$ cat src/rtl/core/bms_pkg.sv
package bms_pkg;

  // Frame geometry
  localparam int FRAME_WIDTH  = 512;
  localparam int FRAME_HEIGHT = 512;
  localparam int LINE_DEPTH   = 3 * FRAME_WIDTH;

  localparam int COL_W  = $clog2(FRAME_WIDTH);
  localparam int ROW_W  = $clog2(FRAME_HEIGHT);
  localparam int ADDR_W = $clog2(LINE_DEPTH);

  // Field widths fixed by the stream format
  localparam int HGT_W   = 9;
  localparam int LIGHT_W = 9;
  localparam int PIX_W   = 9;
  localparam int COLOR_W = 16;

  // Width of the signed light differences
  localparam int CRD_W = (COL_W > ROW_W) ? ((COL_W > HGT_W) ? COL_W : HGT_W)
                                         : ((ROW_W > HGT_W) ? ROW_W : HGT_W);
  localparam int DIFF_W = CRD_W + 2;

  // Shade saturation
  localparam int SHADE_W   = 8;
  localparam int SHADE_MAX = 255;

  // Result queue
  localparam int FIFO_DEPTH = 8;
  localparam int FIFO_PTR_W = $clog2(FIFO_DEPTH);
  localparam int FIFO_CNT_W = $clog2(FIFO_DEPTH + 1);

  // Configuration registers
  localparam int CFG_IDX_W  = 1;
  localparam int CFG_DATA_W = LIGHT_W;
  localparam logic [LIGHT_W-1:0] LIGHT_RESET = LIGHT_W'(256);

  typedef enum logic [CFG_IDX_W-1:0] {
    REG_LIGHT_X = 1'b0,
    REG_LIGHT_Y = 1'b1
  } cfg_reg_t;

  typedef struct packed {
    logic [HGT_W-1:0] height;
    logic             frame_start;
  } in_t;

  typedef struct packed {
    logic [COLOR_W-1:0] pixel_color;
    logic [PIX_W-1:0]   pixel_column;
    logic [PIX_W-1:0]   pixel_row;
    logic               frame_last;
  } out_t;

  // Classified item handed from the front end to the shader
  typedef struct packed {
    logic             valid;
    logic [HGT_W-1:0] h0;
    logic [HGT_W-1:0] hx;
    logic [HGT_W-1:0] hy;
    logic [COL_W-1:0] col;
    logic [ROW_W-1:0] prow;
    logic             last;
  } job_t;

endpackage

$ cat src/rtl/core/bms_shade.sv
module bms_shade (
  input  logic                        clk,
  input  logic                        rst,
  input  bms_pkg::job_t               job,
  input  logic [bms_pkg::LIGHT_W-1:0] light_x,
  input  logic [bms_pkg::LIGHT_W-1:0] light_y,
  output logic                        res_valid,
  output bms_pkg::out_t               res
);
  import bms_pkg::*;

  logic [DIFF_W-1:0]  dx;
  logic [DIFF_W-1:0]  dy;
  logic [DIFF_W-1:0]  a_dx;
  logic [DIFF_W-1:0]  a_dy;
  logic               a_valid;
  logic [COL_W-1:0]   a_col;
  logic [ROW_W-1:0]   a_prow;
  logic               a_last;
  logic [DIFF_W:0]    sum;
  logic [SHADE_W-1:0] sat;
  logic [SHADE_W-1:0] shade;

  // Signed offsets in two's complement; range fits DIFF_W
  always_comb begin
    dx = DIFF_W'(job.h0) + DIFF_W'(job.col) - DIFF_W'(job.hx) - DIFF_W'(light_x);
    dy = DIFF_W'(job.h0) + DIFF_W'(job.prow) - DIFF_W'(job.hy) - DIFF_W'(light_y);
  end

  // Stage A: absolute values
  always_ff @(posedge clk) begin
    if (rst) begin
      a_valid <= 1'b0;
    end else begin
      a_valid <= job.valid;
    end
  end

  always_ff @(posedge clk) begin
    a_dx   <= dx[DIFF_W-1] ? -dx : dx;
    a_dy   <= dy[DIFF_W-1] ? -dy : dy;
    a_col  <= job.col;
    a_prow <= job.prow;
    a_last <= job.last;
  end

  // Stage B: sum, saturate, invert and pack as RGB565
  always_comb begin
    sum = (DIFF_W+1)'(a_dx) + (DIFF_W+1)'(a_dy);
    if (sum > (DIFF_W+1)'(SHADE_MAX)) begin
      sat = SHADE_W'(SHADE_MAX);
    end else begin
      sat = sum[SHADE_W-1:0];
    end
    shade = ~sat;
    res_valid        = a_valid;
    res.pixel_color  = {1'b0, shade[7:4], 1'b0, shade[7:3], shade[7:3]};
    res.pixel_column = PIX_W'(a_col);
    res.pixel_row    = PIX_W'(a_prow);
    res.frame_last   = a_last;
  end

endmodule

$ cat config.mk
export PLATFORM = sky130hd
export DESIGN_NAME = bms_shade
export DESIGN_NICKNAME = d
export VERILOG_FILES = /design/src/rtl/core/bms_pkg.sv /design/src/rtl/core/bms_shade.sv
export SDC_FILE = /design/constraint.sdc
export NUM_CORES = 1
export LEC_CHECK = 0
export BUFFER_PORTS_ARGS = -buffer_cell sky130_fd_sc_hd__clkbuf_2
export CAP_MARGIN = 20
export CORE_MARGIN = 3
export CORE_UTILIZATION = 32
export DETAILED_ROUTE_END_ITERATION = 7
export PLACE_DENSITY = 0.62
export REMOVE_ABC_BUFFERS = 1
export SLEW_MARGIN = 20
export SYNTH_ARGS = -nofsm -noshare
export SYNTH_HDL_FRONTEND = slang
export SYNTH_SLANG_ARGS = --single-unit
$ cat constraint.sdc
create_clock -name clk -period 10.97 [get_ports clk]
set_input_delay 1.097 -clock clk [delete_from_list [all_inputs] [get_ports clk]]
set_output_delay 1.097 -clock clk [all_outputs]
set_load 0.005 [all_outputs]
==> summary.txt <==
Status - complete, no violations
H-tree lvl count - 2
Postcts setup bufs - 0
Ant. Diodes - 0
IO Pins - 103
Post-synth cell types - 60
Avg WL per Cell - 11.6 µm
Final Cell Area - 4460 µm²
Total Wirelength - 7400 µm
Die width - 115 µm
F_max - 230 MHz
Top routing layer used - met4
Placer Congestion - 0.771
Drt first pass iters - 4
LEAKAGE - 2.26 nW
Relative slew slack - 0.672
Antenna violations before repair - 0
Delay-heaviest family, CP - adder cells
Min Tclk post-route - 4.35 ns
Starting Density - 0.329
Post-DP Area - 4320 µm²
First-pass GRT wire length - 13000 µm
Via count - 2908
Dpl hpwl - 6550 µm
HP Start - job[0]
Clock slew at reported path FFs - 0.07 ns
Root buffer cell - clkbuf_16
Crit path largest cell delay - 0.54 ns
Metal2 WL - 3750 µm
Fin. max-slew vios - 0
DRT iter0 DRCs - 108
Dpl ws - 6.33 ns
Mapped cell area - 3770 µm²
Remaining DRCs - 0
Worst Setup SP - job[10]
VDD IR max - 0.175 mV
Yosys top cell area share - 0.223
CP most frequent cell - fa_1
CTS Buffer Depth - 2
Avg Synthesized Cell Area - 9.26 µm²
Final setup fails - 0
Total power - 1.15 mW
Dominant cells by area after synthesis - dfxtp_1 (22%), fa_1 (20%), ha_1 (12%)
RSZ-0062 raised after global routing - false
Layout Cells excl Fill - 638
Die area - 13100 µm²
Maxcap violations - 0
Worst Path Buf+Inv - 3
Post-synth ARST share - 0
Register area share after synthesis - 0.223
Startpoint type of the worst setup path - input pin
TritonCTS clock tree - done
DR WL met3 - 314 µm
CTS resizes - 0
Worst Tran Pin Value - 0.487 ns
Fin nets - 633
Largest net degree at the start of global routing - 16
Most common flop cell mapped by yosys - dfxtp_1
Row count - 39
PD cells - 257 nW/µm²
Via/cell ratio - 4.56
Post-route setup TNS - 0 ns
M1 WL - 3240 µm
Crit path kind - in2reg
CP required - 11.18 ns
Post-synth top area cell - dfxtp_1
Core Util, Final - 0.389
Synthesized flop and latch total - 42
Share of cells above drive strength 1 - 0.253
Final hold violation count - 0
Worst min path class - in2reg
Tcrit/Tclk final - 0.397
Global route overflow - 0
Syn Inst Count - 407
Tot GR Track Use - 0.120
# placed instances - 630
Final hold slack - 0.904 ns
Vias in the first global route - 3067
Core area - 11500 µm²
Worst setup EP type - register
Layout area overhead - 18.5%
Post-CTS Hold Fix Bufs - 0
Ys Warns - 0
Critical-path top delay cell - fa_1
Post-synth EDFFs - 0
CP max FO - 11
Cts bufs inserted - 5
Die H - 115 µm
CP Cell Sequence - clkbuf_2 > fa_1 > inv_1 > fa_1 > inv_1 > ha_1 > fa_1 > a211oi_2 > o21ai_1 > o31ai_2 > o21bai_1 > a21oi_2 > a21boi_2 > xnor2_1
Final WS setup - 6.62 ns
Data arrival, critical path - 4.57 ns
I/O Buffers - 100
Clk sinks - 42
Post-route antenna net violation count - 0
[final timing paths]
path | end | slack, ns | cells after the start
worst max-delay path | a_dx[9]$_DFF_P_ | 6.62 | 14
worst min-delay path | a_last$_DFF_P_ | 0.90 | 1
[flip-flops by register name, indices dropped and copies added (netlist names)]
signal / flops
a_last: 1
a_dy: 11
a_prow: 9
a_col: 9
res_valid: 1
a_dx: 11
[cells in the final DEF (no fill, tap or decap), drive strengths merged, types with 5 or more instances in the layout]
cell,instances
fa,37
clkbuf,105
nand2b,6
o31ai,5
ha,35
nor2,18
dfxtp,42
a21oi,21
xnor2,26
a21o,8
inv,81
o21ai,20
nand2,11
xor2,12
nor2b,6
nor4,6
[synth_stat cells (all sizes together), types with 2 or more instances]
| library cell | n |
|---|---|
| a21o | 8 |
| nor3b | 2 |
| nand2b | 6 |
| and3 | 2 |
| a211oi | 2 |
| xor2 | 12 |
| o21a | 2 |
| fa | 37 |
| mux2 | 3 |
| or3 | 2 |
| o211ai | 2 |
| a31oi | 3 |
| clkbuf | 6 |
| nor4 | 6 |
| dfxtp | 42 |
| nor2 | 18 |
| or2 | 4 |
| o21ai | 20 |
| inv | 80 |
| nor2b | 6 |
| ha | 35 |
| a21boi | 2 |
| nand3 | 3 |
| a21oi | 21 |
| nor3 | 4 |
| xnor2 | 26 |
| buf | 15 |
| o21bai | 3 |
| nand2 | 11 |
| o31ai | 5 |
| o2111ai | 2 |
[metal layers]
metal	vias up	track usage
met5	-	0
met4	0	0.0309
met3	9	0.0206
met2	63	0.219
met1	1352	0.144
li1	1484	-
[cell families (layout without fill, tap and decap cells)]
| family | after synthesis | count (layout) | synth area share |
|---|---|---|---|
| adders and majority gates | 72 | 72 | 0.313 |
| other | 1 | 2 | 0.000995 |
| muxes | 4 | 4 | 0.0116 |
| and+or+nand+nor | 70 | 70 | 0.0996 |
| xor gates and xnor gates | 38 | 38 | 0.0903 |
| AOI/OAI and AO/OA | 79 | 79 | 0.146 |
| buffers and inverters | 101 | 188 | 0.116 |
| DFF | 42 | 42 | 0.223 |
[cell type report]
| cell class | instances | area [µm²] |
|---|---|---|
| tap | 143 | 179 |
| timing repair buffer | 100 | 500 |
| clock buffer | 5 | 125 |
| clock inverter | 3 | 23.8 |
| fill | 1175 | 7000 |
| multi-input combinational | 265 | 2490 |
| sequential | 42 | 841 |
| inverter | 80 | 300 |
[power breakdown]
group	leakage (nW)	internal [mW]	switching [mW]
clock	0.0664	0.0852	0.0671
combinational	1.84	0.352	0.427
sequential	0.354	0.200	0.0174
total	2.26	0.637	0.511
(Power assumes the default switching activity.)
