<file path="config.mk">
export PLATFORM = sky130hd
export DESIGN_NAME = bms_fifo
export DESIGN_NICKNAME = d
export VERILOG_FILES = /design/src/rtl/core/bms_pkg.sv /design/src/rtl/core/bms_fifo.sv
export SDC_FILE = /design/constraint.sdc
export NUM_CORES = 1
export LEC_CHECK = 0
export ABC_CLOCK_PERIOD_IN_PS = 4600
export BUFFER_PORTS_ARGS = -buffer_cell sky130_fd_sc_hd__buf_2
export CORE_MARGIN = 4
export CORE_UTILIZATION = 24
export DETAILED_ROUTE_END_ITERATION = 12
export GPL_ROUTABILITY_DRIVEN = 0
export PLACE_DENSITY = 0.44
export SLEW_MARGIN = 20
export SYNTH_ARGS = -nofsm -noshare
export SYNTH_HDL_FRONTEND = slang
export SYNTH_SLANG_ARGS = --single-unit
</file>
<file path="constraint.sdc">
create_clock -name clk -period 4.6 [get_ports clk]
set_input_delay 0.46 -clock clk [delete_from_list [all_inputs] [get_ports clk]]
set_output_delay 0.46 -clock clk [all_outputs]
set_load 0.01 [all_outputs]
</file>
<file path="src/rtl/core/bms_pkg.sv">
package bms_pkg;

  // Frame geometry
  localparam int FRAME_WIDTH  = 512;
  localparam int FRAME_HEIGHT = 512;
  localparam int LINE_DEPTH   = 3 * FRAME_WIDTH;

  localparam int COL_W  = $clog2(FRAME_WIDTH);
  localparam int ROW_W  = $clog2(FRAME_HEIGHT);
  localparam int ADDR_W = $clog2(LINE_DEPTH);

  // Field widths fixed by the stream format
  localparam int HGT_W   = 9;
  localparam int LIGHT_W = 9;
  localparam int PIX_W   = 9;
  localparam int COLOR_W = 16;

  // Width of the signed light differences
  localparam int CRD_W = (COL_W > ROW_W) ? ((COL_W > HGT_W) ? COL_W : HGT_W)
                                         : ((ROW_W > HGT_W) ? ROW_W : HGT_W);
  localparam int DIFF_W = CRD_W + 2;

  // Shade saturation
  localparam int SHADE_W   = 8;
  localparam int SHADE_MAX = 255;

  // Result queue
  localparam int FIFO_DEPTH = 8;
  localparam int FIFO_PTR_W = $clog2(FIFO_DEPTH);
  localparam int FIFO_CNT_W = $clog2(FIFO_DEPTH + 1);

  // Configuration registers
  localparam int CFG_IDX_W  = 1;
  localparam int CFG_DATA_W = LIGHT_W;
  localparam logic [LIGHT_W-1:0] LIGHT_RESET = LIGHT_W'(256);

  typedef enum logic [CFG_IDX_W-1:0] {
    REG_LIGHT_X = 1'b0,
    REG_LIGHT_Y = 1'b1
  } cfg_reg_t;

  typedef struct packed {
    logic [HGT_W-1:0] height;
    logic             frame_start;
  } in_t;

  typedef struct packed {
    logic [COLOR_W-1:0] pixel_color;
    logic [PIX_W-1:0]   pixel_column;
    logic [PIX_W-1:0]   pixel_row;
    logic               frame_last;
  } out_t;

  // Classified item handed from the front end to the shader
  typedef struct packed {
    logic             valid;
    logic [HGT_W-1:0] h0;
    logic [HGT_W-1:0] hx;
    logic [HGT_W-1:0] hy;
    logic [COL_W-1:0] col;
    logic [ROW_W-1:0] prow;
    logic             last;
  } job_t;

endpackage

</file>
<file path="src/rtl/core/bms_fifo.sv">
module bms_fifo (
  input  logic          clk,
  input  logic          rst,
  input  logic          push,
  input  bms_pkg::out_t push_data,
  input  logic          pop,
  output bms_pkg::out_t data,
  output logic          empty
);
  import bms_pkg::*;

  out_t                  entry [FIFO_DEPTH];
  logic [FIFO_PTR_W-1:0] wr_ptr;
  logic [FIFO_PTR_W-1:0] rd_ptr;
  logic [FIFO_CNT_W-1:0] count;

  always_ff @(posedge clk) begin
    if (rst) begin
      wr_ptr <= '0;
      rd_ptr <= '0;
      count  <= '0;
    end else begin
      if (push) begin
        wr_ptr <= wr_ptr + FIFO_PTR_W'(1);
      end
      if (pop) begin
        rd_ptr <= rd_ptr + FIFO_PTR_W'(1);
      end
      if (push && !pop) begin
        count <= count + FIFO_CNT_W'(1);
      end else if (pop && !push) begin
        count <= count - FIFO_CNT_W'(1);
      end
    end
  end

  always_ff @(posedge clk) begin
    if (push) begin
      entry[wr_ptr] <= push_data;
    end
  end

  assign data  = entry[rd_ptr];
  assign empty = count == '0;

endmodule

</file>
==> results of run 1 <==
power groups by stage:
stage	Combinational [mW]	Sequential (mW)	Clock (mW)
2_1_floorplan	0.314	3.08	0
3_3_place_gp	0.453	3.12	0
3_5_place_dp	0.465	3.12	0
4_1_cts	0.467	3.07	2.71
5_1_grt	0.493	3.07	2.83
6_report	0.451	3.06	2.61
worst max-delay path: stages (launching register included):
cell,delay [ns]
dfxtp_4,0.77
buf_4,0.48
mux4_1,0.60
mux2_2,0.31
buf_2,0.15
kinds of logic (layout without fill, tap and decap cells):
logic type      after synthesis  in the layout  share of synthesized area
other cells                   0              3                          0
buf+inv                      24            151                    0.01319
xor+xnor                      6              6                   0.004617
fa+ha+maj                     6              6                   0.007254
mux                         109            109                     0.1998
simple gates                 31             31                    0.01165
flops                       293            293                     0.7614
compound gates                4              4                   0.002089
worst max path at each step:
stage / to / cells past startpoint
final: data[9] / 4
after CTS: data[9] / 4
after detailed placement: data[9] / 4
after global routing: data[34] / 4
after floorplan: entry[0][0]$_DFFE_PP_ / 2
after global placement: data[9] / 4
metal layers:
layer | vias to the layer above | track usage | part of all wire
met5 | - | 0 | 0.0011
met4 | 4 | 0.02806 | 0.019
met3 | 40 | 0.03419 | 0.055
met2 | 90 | 0.1680 | 0.49
met1 | 2707 | 0.1237 | 0.43
li1 | 2257 | - | -
stage by stage:
step / total power, mW / instance area [um^2] / hold slack [ns] / instances
4_1_cts: 6.244 / 13620 / 0.1459 / 1207
5_1_grt: 6.396 / 13620 / 0.1668 / 1207
3_3_place_gp: 3.570 / 12530 / 0.5033 / 1144
3_5_place_dp: 3.590 / 12530 / 0.5156 / 1144
2_1_floorplan: 3.391 / 11380 / 0.4847 / 473
6_report: 6.129 / 13620 / 0.1838 / 1210
state kept, by name, indices dropped and copies added (netlist names), named ones only:
| register | cells |
|---|---|
| rd_ptr | 3 |
| count | 4 |
| entry | 280 |
| wr_ptr | 3 |
cell usage in the layout, fill, tap and decap left out, types with 2 or more instances in the layout:
master / Yosys / layout
nand2_1: 4 / 4
buf_2: 0 / 74
clkbuf_1: 12 / 9
nand2b_1: 3 / 3
clkinv_1: 0 / 7
mux4_1: 70 / 70
bufinv_16: 0 / 2
mux2_2: 36 / 36
nor3_2: 0 / 2
xnor2_1: 3 / 3
nor2_1: 19 / 13
ha_1: 5 / 5
inv_1: 2 / 2
xor2_1: 3 / 3
diode_2: 0 / 3
buf_4: 0 / 12
clkbuf_16: 0 / 36
nor2_4: 0 / 6
dfxtp_4: 0 / 2
a21oi_1: 2 / 2
dfxtp_1: 13 / 10
mux2i_1: 3 / 3
edfxtp_1: 280 / 280
clkinvlp_4: 0 / 2
clkinv_2: 0 / 4
final cells by class:
class,count,share of cell area
Antenna cell,3,0.0005511
Sequential cell,293,0.6369
Multi-Input combinational cell,156,0.1924
Inverter,2,0.0005511
Clock buffer,45,0.06861
Tap cell,607,0.05575
Clock inverter,18,0.01139
Timing Repair Buffer,86,0.03380
==> results.toml, run 1 <==
[logic_synthesis]
ys_types = 23
synthesis.area_mm2 = 0.01138
synthTopCellsByArea = "edfxtp_1 (74%), mux4_1 (16%), mux2_2 (3.6%)"
synth_ff_type = "edfxtp_1"
synth_warnings = 0
avgSynthCellArea_um2 = 24.07
synth_top_cell_area_share = 0.7385
syn_nets = 518
synth_seq_area_share = 0.7614
ys_async_sr_fraction = 0
synth.most_common_cell = "edfxtp_1"
synthTopCellsByCount = "edfxtp_1 (280), mux4_1 (70), mux2_2 (36)"
synth.largest_area_cell = "edfxtp_1"
postSynthCellCount = 473
synth_edf_count = 280
synth-seq-cells = 293

[critical_path]
r2r_start = "wr_ptr[0]$_SDFFE_PP0P_"
end_kind = "primary output"
arrival_ns = 2.87
r2r_end = "entry[1][31]$_DFFE_PP_"
startpoint_type = "register"
critPathKind = "register to primary output"
crit_fanout = 32
cp.required_ns = 4.14
ff2ff_path_depth = 3
r2r_slack_ns = 2.41

[grt]
grt.total_usage = 0.1002
antenna_found_initial = 5
globalRouteOverflowTotal = 0
grt_max_degree = 71
grt_pass1_vias = 5569
grt_pass1_wl_um = 36810

[min_path]
hold_path.startpoint = "push_data[12]"
hold_depth = 1
min_to = "entry[4][12]$_DFFE_PP_"
hold_path_class = "input pin to register"

[route]
drt_iter0_drc = 275
wirelength_um = 25600
ant_nets = 0
wl_per_cell_um = 21.15
firstDrtPassIters = 4
vias = 5098
vias_per_cell = 4.213
drc = 0

[floorplan]
core_mm2 = 0.04675
io_pins = 75
start_util = 0.2435
die_h_um = 225.8
dieArea_mm2 = 0.05099
die_w_um = 225.8
rows = 79

[timing]
relSlewSlack = 0.3159
setup_slack_ns = 1.272
setup_viol = 0
finalCriticalPeriod_ns = 3.328
max_freq_mhz = 300.5
min_period_over_period = 0.7234
max_slew.worst_pin.slew_ns = 1.026
hold_viol = 0
rsz0062_at_grt = "false"
tns_ns = 0
clock_skew_ns = 0.02242
drv_slew = 0

[power_and_ir_drop]
seqPwrFrac = 0.500
p_sw_frac = 0.2201
p_sw_mw = 1.349
clkPwrFrac = 0.426
peakVddDrop_uv = 174.3
combPwrFrac = 0.074
intPower_mw = 4.780
p_leak_nw = 4.443
p_per_area_mw_per_mm2 = 449.9

[layout]
nets = 619
ff_latch_area_mm2 = 0.008677
nFillCells = 4586
fin_util = 0.2914
multiInputGateArea_mm2 = 0.002621
synthToLayoutAreaGrowth_pct = 19.66
drive_gt1_frac = 0.3000

[clock_tree]
cts_tree = "yes"
cts_root_buffer = "clkbuf_16"
post-cts-setup-buffers = 0
clkTransAtPathRegs_ns = 0.06
clockBufferDepth = 3
cts_buffers = 35
cts-hold-fix-buffers = 0
h-tree-depth = 2
cts_sinks = 293
clk_latency_ns = 0.54
cts_resized = 0

[placed_design]
port_buffers = 74
pre_cts_slack_ns = 1.743
dp_hpwl_um = 14010

[status]
status = "complete, no violations"

[run]
maxCapViolations = 0
Note: power is estimated with default switching activity, not from simulation.
==> run 2, diff against run 1 <==
Settings changed: ABC_AREA set to 1, ABC_CLOCK_PERIOD_IN_PS 4600 to 3000, PLACE_DENSITY 0.44 to 0.45.
Clock period 4.6 ns to 3 ns, I/O delays scaled along.
==> results.toml, run 2 <==
[placed_design]
dp_hpwl_um = 16100
pre_cts_slack_ns = 0.8751
port_buffers = 74
place_area_mm2 = 0.01296
placed_cells = 1711

[route]
vias = 7267
wirelength_um = 29350
dr.max_layer_used = "met4"
wl_met3_um = 1024
wl_met1_um = 14230
wl_per_cell_um = 16.37
vias_per_cell = 4.053
wl_met2_um = 13540
drc = 0
firstDrtPassIters = 5
ant_nets = 0
drt_iter0_drc = 459

[timing]
setup_slack_ns = 0.2883
tns_ns = 0
drv_slew = 0
hold_viol = 0
relSlewSlack = 0.4522
clock_skew_ns = 0.01020
setup_viol = 0
fin_hold_ws_ns = 0.03195
min_period_over_period = 0.9039
max_slew.worst_pin.slew_ns = 0.8217
max_freq_mhz = 368.8
rsz0062_at_grt = "false"
finalCriticalPeriod_ns = 2.712

[power_and_ir_drop]
peakVddDrop_uv = 413.8
p_leak_nw = 5.150
p_per_area_mw_per_mm2 = 680.3

[logic_synthesis]
synth_top_family_by_area = "simple AND/OR/NAND/NOR gates"
postSynthCellCount = 1015
synth_compound_area_frac = 0.06309
synth_edf_count = 280
synth_ff_type = "edfxtp_1"
synth_xor_area_frac = 0.002230
ys_types = 26
synth_warnings = 0
synth.largest_area_cell = "edfxtp_1"
synth_mux_area_frac = 0
synth_seq_area_share = 0.7358
ys_async_sr_fraction = 0
synthesis.area_mm2 = 0.01178
synthAdderAreaFrac = 0.007010
synth.most_common_cell = "nor2_1"
avgSynthCellArea_um2 = 11.61
syn_nets = 1060
synthTopCellsByCount = "nor2_1 (296), edfxtp_1 (280), nand2_1 (194)"
synth_top_cell_area_share = 0.7138
synth-seq-cells = 293
yosys.area_share.simple = 0.1601
synthTopCellsByArea = "edfxtp_1 (71%), nor2_1 (9.4%), nand2_1 (6.2%)"

[clock_tree]
cts_resized = 0
cts_root_buffer = "clkbuf_16"
cts_tree = "yes"
h-tree-depth = 1
clockBufferDepth = 3
clk_latency_ns = 0.58
cts_buffers = 31
clkTransAtPathRegs_ns = 0.06
cts_sinks = 293

[grt]
grt_pass1_wl_um = 45290
antenna_found_initial = 1
grt_max_degree = 134
grt_pass1_vias = 7179
grt.total_usage = 0.1094
globalRouteOverflowTotal = 0

[critical_path]
arrival_ns = 2.41
cp.required_ns = 2.70
startpoint_type = "register"
end_kind = "primary output"
critPathKind = "register to primary output"
crit_fanout = 133

[layout]
synthToLayoutAreaGrowth_pct = 21.42
mostFrequentLayoutCell = "nor2_1"
nets = 1156
drive_gt1_frac = 0.1382
nFillCells = 4918
max_flop_register = "entry"
final_cell_mix = "nor2_1 (288), edfxtp_1 (280), nand2_1 (194)"
largest_reg_flops = 280
top_regs = "entry x280, count x4"
design_area_mm2 = 0.01430
finalNonFillerCells = 1793

[floorplan]
start_util = 0.2447
die_w_um = 229.6
io_pins = 75
rows = 80
dieArea_mm2 = 0.05269
core_mm2 = 0.04815
die_h_um = 229.6

[min_path]
hold_path_class = "input pin to register"

[status]
status = "complete, no violations"

[run]
maxCapViolations = 0
run 2: cell types whose count changed in the layout (fill, tap and decap cells not counted), moves of 5 or more:
cell / change
o21ai_1: +94
buf_12: +8
nand2_1: +190
inv_1: +8
mux4_1: -70
nor2_1: +275
clkbuf_16: -5
clkbuf_1: -5
o21ai_0: +47
mux2_2: -36
dlygate4sd3_1: +23
bufinv_16: +5
run 2: timing repair:
item	CTS	global route
buffers inserted	0	0
hold endpoints to repair	175	0
hold buffers	23	0
run 2: layout make-up:
cell class	count	area [um^2]	area share
timing repair buffer	117	850.8	0.05948
clock buffer	35	790.8	0.05528
inverter	13	51.30	0.003586
sequential	293	8675	0.6065
clock inverter	23	315.3	0.02204
tap	656	820.8	0.05738
multi-input combinational	655	2798	0.1956
antenna	1	2.502	0.0001749
run 2: worst paths after layout:
| kind | from | to | slack, ns | cells past startpoint |
|---|---|---|---|---|
| worst max-delay path | register | data[2] | 0.29 | 8 |
| worst min-delay path | push_data[31] | entry[3][31]$_DFFE_PP_ | 0.03 | 1 |
| worst max register to register | wr_ptr[0]$_SDFFE_PP0P_ | entry[7][12]$_DFFE_PP_ | 1.10 | 3 |
| worst min register to register | rd_ptr[1]$_SDFFE_PP0P_ | register | 0.49 | 2 |
run 2: cells by family after synthesis:
family                     count (synthesis)
AOI/OAI and AO/OA                        148
xor gates and xnor gates                   3
adders and majority gates                  6
buffers and inverters                     67
DFF                                      293
and+or+nand+nor                          498
run 2: power by group:
group          leakage [nW]  switching, mW  internal (mW)
combinational          1.97          0.658          0.324
clock                 0.532           1.62           2.51
sequential             2.65         0.0361           4.58
run 2: through the flow:
stage	power [mW]	utilization
floorplan	5.317	-
global placement	5.690	0.2693
detailed placement	5.692	0.2693
CTS	9.892	0.2970
global route	10.19	0.2971
finish	9.731	0.2971
run 2: critical path, stage by stage, from the launching register on:
cell and delay (ns):
dfxtp_4 0.42, buf_12 0.41, nor2_1 0.11, nor2_1 0.11, o21ai_0 0.09, nand2_1 0.08, nand2_1 0.04, nand2_1 0.15
buf_2 0.15
run 2: per-layer routing:
layer,vias to the layer above,GRT usage
met5,-,0
met3,34,0.01677
met1,3466,0.1539
met2,109,0.1773
met4,0,0.02777
li1,3658,-
